## src/rtl/core/vwbp_pkg.sv

```systemverilog
// shared types and constants for the variable width bit packer
`default_nettype none

package vwbp_pkg;

    localparam int unsigned BYTE_BITS  = 8;
    localparam int unsigned VALUE_BITS = 32;

    typedef enum logic [1:0] {
        SER_IDLE,
        SER_SHIFT,
        SER_FINISH
    } ser_state_t;

    // serializer to assembler
    typedef struct packed {
        logic bit_valid;
        logic bit_data;
        logic done_valid;
        logic close;
    } bit_link_t;

    // assembler to serializer
    typedef struct packed {
        logic bit_ready;
        logic done_ready;
    } bit_ack_t;

endpackage

`default_nettype wire

```

## src/rtl/core/vwbp_serializer.sv

```systemverilog
// holds one input item and sends its value bits msb first, one per cycle unless ack.bit_ready stalls
`default_nettype none

module vwbp_serializer #(
    parameter int unsigned MAX_FIELD_BITS = 32
) (
    input  wire logic                               clk,
    input  wire logic                               rst_n,
    input  wire logic                               item_valid,
    output logic                                    item_ready,
    input  wire logic                               mode,
    input  wire logic [vwbp_pkg::VALUE_BITS-1:0]    field_value,
    input  wire logic [5:0]                         field_width,
    output vwbp_pkg::bit_link_t                     link,
    input  wire vwbp_pkg::bit_ack_t                 ack
);
    import vwbp_pkg::*;

    localparam int unsigned CW = $clog2(MAX_FIELD_BITS + 1);
    localparam int unsigned IW = (CW > 6) ? CW : 6;

    ser_state_t            state_reg, state_next;
    logic [CW-1:0]         cnt_reg, cnt_next;
    logic                  close_reg, close_next;
    logic [VALUE_BITS-1:0] value_reg, value_next;

    logic [IW-1:0] width_ext;
    logic [IW-1:0] width_eff;
    logic [IW-1:0] idx_ext;
    logic          cur_bit;

    assign width_ext = IW'(field_width);
    assign width_eff = (width_ext > IW'(MAX_FIELD_BITS)) ? IW'(MAX_FIELD_BITS) : width_ext;
    assign idx_ext   = IW'(cnt_reg - CW'(1));
    assign cur_bit   = (idx_ext < IW'(VALUE_BITS)) ? value_reg[idx_ext[4:0]] : 1'b0;

    always_ff @(posedge clk or negedge rst_n)
    begin
        if (!rst_n)
        begin
            state_reg <= SER_IDLE;
            cnt_reg   <= '0;
            close_reg <= 1'b0;
        end
        else
        begin
            state_reg <= state_next;
            cnt_reg   <= cnt_next;
            close_reg <= close_next;
        end
    end

    always_ff @(posedge clk)
    begin
        value_reg <= value_next;
    end

    always_comb
    begin
        state_next      = state_reg;
        cnt_next        = cnt_reg;
        close_next      = close_reg;
        value_next      = value_reg;
        item_ready      = 1'b0;
        link.bit_valid  = 1'b0;
        link.bit_data   = cur_bit;
        link.done_valid = 1'b0;
        link.close      = close_reg;
        case (state_reg)
            SER_IDLE:
            begin
                item_ready = 1'b1;
                if (item_valid)
                begin
                    value_next = field_value;
                    close_next = mode;
                    cnt_next   = mode ? '0 : CW'(width_eff);
                    if (mode || (width_eff == '0))
                        state_next = SER_FINISH;
                    else
                        state_next = SER_SHIFT;
                end
            end
            SER_SHIFT:
            begin
                link.bit_valid = 1'b1;
                if (ack.bit_ready)
                begin
                    cnt_next = cnt_reg - CW'(1);
                    if (cnt_reg == CW'(1))
                        state_next = SER_FINISH;
                end
            end
            SER_FINISH:
            begin
                link.done_valid = 1'b1;
                if (ack.done_ready)
                    state_next = SER_IDLE;
            end
            default:
            begin
                state_next = SER_IDLE;
            end
        endcase
    end

endmodule

`default_nettype wire

```

## src/rtl/core/vwbp_assembler.sv

```systemverilog
// gathers bits into bytes, holds the lazily sent byte and drives the result register
`default_nettype none

module vwbp_assembler (
    input  wire logic                clk,
    input  wire logic                rst_n,
    input  wire vwbp_pkg::bit_link_t link,
    output vwbp_pkg::bit_ack_t       ack,
    output logic                     result_valid,
    input  wire logic                result_ready,
    output logic [7:0]               out_byte,
    output logic                     last_of_run
);
    import vwbp_pkg::*;

    logic [7:0] held_reg, held_next;
    logic [3:0] fill_reg, fill_next;
    logic       pend_valid_reg, pend_valid_next;
    logic [7:0] pend_reg, pend_next;
    logic       out_valid_reg, out_valid_next;
    logic [7:0] out_byte_reg, out_byte_next;
    logic       out_last_reg, out_last_next;

    logic out_free;
    logic full;

    assign out_free     = !out_valid_reg || result_ready;
    assign full         = (fill_reg == 4'(BYTE_BITS));
    assign result_valid = out_valid_reg;
    assign out_byte     = out_byte_reg;
    assign last_of_run  = out_last_reg;

    always_ff @(posedge clk or negedge rst_n)
    begin
        if (!rst_n)
        begin
            held_reg       <= '0;
            fill_reg       <= '0;
            pend_valid_reg <= 1'b0;
            out_valid_reg  <= 1'b0;
        end
        else
        begin
            held_reg       <= held_next;
            fill_reg       <= fill_next;
            pend_valid_reg <= pend_valid_next;
            out_valid_reg  <= out_valid_next;
        end
    end

    always_ff @(posedge clk)
    begin
        pend_reg     <= pend_next;
        out_byte_reg <= out_byte_next;
        out_last_reg <= out_last_next;
    end

    always_comb
    begin
        held_next       = held_reg;
        fill_next       = fill_reg;
        pend_valid_next = pend_valid_reg;
        pend_next       = pend_reg;
        out_valid_next  = out_valid_reg && !result_ready;
        out_byte_next   = out_byte_reg;
        out_last_next   = out_last_reg;

        ack.bit_ready  = !(full && pend_valid_reg && !out_free);
        ack.done_ready = link.close ? out_free : (!pend_valid_reg || out_free);

        if (link.bit_valid && ack.bit_ready)
        begin
            if (full)
            begin
                // earlier byte of this item is now known not to be the last
                if (pend_valid_reg)
                begin
                    out_valid_next = 1'b1;
                    out_byte_next  = pend_reg;
                    out_last_next  = 1'b0;
                end
                pend_valid_next = 1'b1;
                pend_next       = held_reg;
                held_next       = {7'b0, link.bit_data};
                fill_next       = 4'd1;
            end
            else
            begin
                held_next = held_reg | (8'(link.bit_data) << fill_reg[2:0]);
                fill_next = fill_reg + 4'd1;
            end
        end
        else if (link.done_valid && ack.done_ready)
        begin
            if (link.close)
            begin
                out_valid_next = 1'b1;
                out_byte_next  = held_reg;
                out_last_next  = 1'b1;
                held_next      = '0;
                fill_next      = '0;
            end
            else if (pend_valid_reg)
            begin
                out_valid_next  = 1'b1;
                out_byte_next   = pend_reg;
                out_last_next   = 1'b1;
                pend_valid_next = 1'b0;
            end
        end
    end

    a_fill_range: assert property (@(posedge clk) disable iff (!rst_n)
        fill_reg <= 4'(BYTE_BITS))
        else $error("fill count out of range");

    a_pend_has_bits: assert property (@(posedge clk) disable iff (!rst_n)
        pend_valid_reg |-> (fill_reg != 4'd0))
        else $error("pending byte without a following bit");

    a_close_no_pend: assert property (@(posedge clk) disable iff (!rst_n)
        (link.done_valid && link.close) |-> !pend_valid_reg)
        else $error("close while a byte is pending");

    a_wrap_fill: assert property (@(posedge clk) disable iff (!rst_n)
        (link.bit_valid && ack.bit_ready && full) |=> (fill_reg == 4'd1))
        else $error("fill count did not restart after full byte");

endmodule

`default_nettype wire

```

## src/rtl/core/variable_width_bit_packer.sv

```systemverilog
// top level of the lsb first variable width bit packer
// an append item of w bits is loaded, sends its w bits and then finishes; when its finish
//   is taken, any pending byte goes into the result register, marked last of run
// the serializer sends one bit per cycle and takes no new item until the last one has
//   finished; result stalls hold it at a byte boundary or in finish
// reset: rst_n clears the held byte, fill count, pending valid flag and result valid at once
`default_nettype none

module variable_width_bit_packer #(
    parameter int unsigned MAX_FIELD_BITS = 32
) (
    input  wire logic                            clk,
    input  wire logic                            rst_n,
    input  wire logic                            item_valid,
    output logic                                 item_ready,
    input  wire logic                            mode,
    input  wire logic [vwbp_pkg::VALUE_BITS-1:0] field_value,
    input  wire logic [5:0]                      field_width,
    output logic                                 result_valid,
    input  wire logic                            result_ready,
    output logic [7:0]                           out_byte,
    output logic                                 last_of_run
);
    import vwbp_pkg::*;

    bit_link_t link;
    bit_ack_t  ack;

    vwbp_serializer #(
        .MAX_FIELD_BITS (MAX_FIELD_BITS)
    ) u_serializer (
        .clk         (clk),
        .rst_n       (rst_n),
        .item_valid  (item_valid),
        .item_ready  (item_ready),
        .mode        (mode),
        .field_value (field_value),
        .field_width (field_width),
        .link        (link),
        .ack         (ack)
    );

    vwbp_assembler u_assembler (
        .clk          (clk),
        .rst_n        (rst_n),
        .link         (link),
        .ack          (ack),
        .result_valid (result_valid),
        .result_ready (result_ready),
        .out_byte     (out_byte),
        .last_of_run  (last_of_run)
    );

endmodule

`default_nettype wire
```

## config.mk

```make
export PLATFORM = sky130hd
export DESIGN_NAME = variable_width_bit_packer
export DESIGN_NICKNAME = d
export VERILOG_FILES = /design/src/rtl/core/vwbp_pkg.sv /design/src/rtl/core/vwbp_serializer.sv /design/src/rtl/core/vwbp_assembler.sv /design/src/rtl/core/variable_width_bit_packer.sv
export SDC_FILE = /design/constraint.sdc
export NUM_CORES = 1
export LEC_CHECK = 0
export BUFFER_PORTS_ARGS = -buffer_cell sky130_fd_sc_hd__clkbuf_2
export CAP_MARGIN = 5
export CORE_UTILIZATION = 33
export CTS_BUF_LIST = sky130_fd_sc_hd__clkbuf_2 sky130_fd_sc_hd__clkbuf_4 sky130_fd_sc_hd__clkbuf_8
export CTS_CLUSTER_SIZE = 12
export DETAILED_ROUTE_END_ITERATION = 6
export GPL_TIMING_DRIVEN = 0
export HOLD_SLACK_MARGIN = 0.15
export PLACE_DENSITY = 0.49
export REMOVE_ABC_BUFFERS = 1
export SETUP_SLACK_MARGIN = 0.05
export SYNTH_ARGS = -nofsm -noshare
export SYNTH_HDL_FRONTEND = slang
export SYNTH_SLANG_ARGS = --single-unit
```

## constraint.sdc

```tcl
create_clock -name clk -period 7.4 [get_ports clk]
set_clock_uncertainty 0.05 [all_clocks]
set_input_delay 0.37 -clock clk [delete_from_list [all_inputs] [get_ports clk]]
set_output_delay 0.37 -clock clk [all_outputs]
set_load 0.05 [all_outputs]
```

==> qor.yml <==
power_and_ir_drop:
  p_leak_uw: 0.001638
  netSwitchingFraction_pct: 40.21
  clkPwrFrac_pct: 19.6
  p_int_uw: 1046
  pwr_density_cell_nw_per_um2: 427.4
  p_sw_uw: 703.0
  irDropWorstVdd_mv: 0.1458
  pwr-share-seq_pct: 38.4
  comb_power_share_pct: 42.0
floorplan:
  num_rows: 35
  die_y_um: 101.1
  initial_utilization_pct: 34.55
  die_area_um2: 10210
  pin_count: 54
  die_w_um: 101.1
  coreArea_um2: 9371
critical_path:
  rr_startpoint: "u_serializer.cnt_reg[0]"
  required_ns: 7.59
  path_class: "flip-flop to flip-flop"
  critPathMaxStageDelay_ns: 0.73
  cp.arrival_ns: 3.30
  path_max_fanout: 16
  crit_path_end_kind: "flip-flop"
  path_cells: "inv_2 > ha_1 > a2111oi_0 > a311o_1 > a2111oi_0 > o21ai_0 > o31a_4 > o31ai_1"
  cp_num_buf_inv: 1
  rr_worst_depth: 8
  cpLargestDelayFamily: "compound AO/OA/AOI/OAI gates"
  reg2reg_to: "u_assembler.held_reg[1]"
  critPathSlowestCell: "ha_1"
  worst_setup_path_start_kind: "flip-flop"
  ff2ff_setup_slack_ns: 4.28
  crit_path_frequent_cell: "a2111oi_0"
clocking:
  root_buffer: "clkbuf_8"
  clk_latency_ns: 0.33
  cts.reportedPaths.clkPinSlew_ns: 0.08
  cts.sinks: 72
  h-tree-depth: 3
  clock_path_buffers: 2
  cts_tree: "done"
  cts_buffers: 9
  postCtsHoldBufs: 14
  post_cts_resized: 0
  post_cts_buffers: 0
logic_synthesis:
  syn_area_um2: 3238
  synth_area_leaders: "edfxtp_1 45%, dfrtp_1 18%, mux2i_1 4.6%"
  synthAdderAreaFrac_pct: 1.546
  synthCells: 252
  synthFlopType: "edfxtp_1"
  yosys-top-cells-count: "49 x edfxtp_1, 29 x nand2_1, 23 x dfrtp_1, 22 x o21ai_0"
  synth-compound-area-share_pct: 11.55
  synthSimpleGateAreaFrac_pct: 10.70
  synth_seq_area_share_pct: 63.21
  yosysWarnings: 0
  synth_mux_area_share_pct: 8.578
  synth-xor-area-share_pct: 1.584
  synth_most_common_cell: "edfxtp_1"
  ys_types: 46
  yosysTopAreaCell: "edfxtp_1"
  synth_edf_count: 49
  synth_top_area_share_pct: 45.44
  synth_top_family_by_area: "compound AO/OA/AOI/OAI gates"
  synthArstFlopShare_pct: 31.94
  avgSynthCellArea_um2: 12.85
  synth-seq-cells: 72
final_layout:
  area_growth_pct: 26.35
  seqCellArea_um2: 2047
  n_fill_cell: 908
  multi_input_area_um2: 1101
  largest_register_ffs: 32
  nets: 377
  drive_gt1_share_pct: 22.09
  fin_cells: 464
  n_antenna_cell: 0
route:
  viasPerCell: 4.733
  route.antenna.remaining_nets: 0
  dr.pass1.iters: 4
  drc_errors: 0
  first_iter_violations: 92
  wire_per_inst_um: 13.79
  drt-total-wl_mm: 6.397
  vias: 2196
global_routing:
  antenna_found_initial: 0
  grt_pass1_vias: 2172
  grt_pass1_wl_mm: 10.64
  grt_max_degree: 35
  track_usage_pct: 13.92
  overflow: 0
worst_hold_path:
  hp-start: "field_value[3]"
  hold_depth: 1
  holdPathEnd: "u_serializer.value_reg[3]"
  hp-class: "primary input to flip-flop"
job:
  drv_cap: 0
timing:
  whs_ns: 0.1683
  finalSetupViolations: 0
  timing.final.ws_setup_ns: 4.284
  fin_crit_sh_pct: 42.11
  min_period_ns: 3.116
  tightest_slew_ns: 0.8618
  grt_setup_unrepaired: "false"
  slew_viol_final: 0
  finalSetupTns_ns: 0
  max_slew_margin_pct: 42.54
  max_freq_mhz: 320.9
  hold_violations: 0
place:
  placed_cells: 421
  dp_hpwl_mm: 4.289
  gp_congestion: 0.8069
  port_buffers: 53
  pre_cts_ws_ns: 4.270
run_status:
  outcome: "finished clean"
## logic make-up (layout without fill, tap and decap cells)
| kind of cell | count (synthesis) | in the layout |
|---|---|---|
| AO/OA/AOI/OAI | 56 | 56 |
| XOR/XNOR | 5 | 5 |
| adder cells (fa/ha/maj) | 4 | 4 |
| buffers and inverters | 20 | 103 |
| flip-flops | 72 | 72 |
| multiplexers | 21 | 21 |
| AND/OR/NAND/NOR | 74 | 74 |
## worst register-to-register path: cells and delay by family, from the launching register on
kind	cells	cell delay [ns]
buffers and inverters	1	0.17
DFF	1	0.50
AOI/OAI and AO/OA	6	1.58
adders and majority gates	1	0.74
## how the worst max path moves through the flow
| stage | startpoint | to | slack (ns) | depth (start not counted) |
|---|---|---|---|---|
| 3_5_place_dp | u_serializer.cnt_reg[0] | u_assembler.held_reg[4] | 4.27 | 8 |
| 4_1_cts | u_serializer.cnt_reg[0] | u_assembler.held_reg[4] | 4.21 | 8 |
| 3_3_place_gp | u_serializer.cnt_reg[0] | u_assembler.held_reg[4] | 4.24 | 8 |
| 6_report | u_serializer.cnt_reg[0] | u_assembler.held_reg[1] | 4.28 | 8 |
| 2_1_floorplan | u_serializer.state_reg[0] | u_serializer.cnt_reg[0] | 4.47 | 5 |
| 5_1_grt | u_serializer.cnt_reg[0] | u_assembler.held_reg[6] | 3.93 | 8 |
## metrics by stage
step,cell area [um^2],total power [uW],util (%)
2_1_floorplan,3173,1214,-
6_report,4091,1749,43.66
3_3_place_gp,3600,1409,38.41
4_1_cts,3961,1767,42.27
5_1_grt,4091,1881,43.66
3_5_place_dp,3601,1414,38.42
## layout make-up
| type | instances | share of cell area [%] |
|---|---|---|
| well taps | 129 | 3.945 |
| clock buffers | 10 | 3.364 |
| repair buffers | 80 | 13.09 |
| multi-input cells | 160 | 26.91 |
| clock inverters | 6 | 2.018 |
| flip-flops and latches | 72 | 50.03 |
| inverters | 7 | 0.6422 |
## power by group through the flow
stage / logic, uW / registers [uW] / clock network (uW)
finish: 734 / 672 / 343
global route: 820 / 692 / 369
CTS: 742 / 673 / 351
detailed placement: 733 / 681 / 0
global placement: 729 / 680 / 0
floorplan: 477 / 737 / 0
## cells in the final DEF (no fill, tap or decap), types with 6 or more instances in the layout
cell           synthesis  layout
o21ai_0               22      22
nand2_1               29      29
dfrtp_1               23      23
a2111oi_0              6       6
mux2i_1               15      15
nor2_1                15      15
clkbuf_8               1      10
inv_1                  6       6
nand3_1                8       8
dlygate4sd3_1          0      27
o31ai_1                8       8
a21oi_1                6       6
clkbuf_2               1      53
edfxtp_1              49      49
## layer usage
layer  GRT usage [%]  share of wire, %  up-vias
li1                -                 -     1101
met1           17.81                48     1044
met2           22.50                48       45
met3           3.398               2.8        6
met4           5.909              0.95        0
met5               0                 0        -
Note: power is estimated with default switching activity, not from simulation.
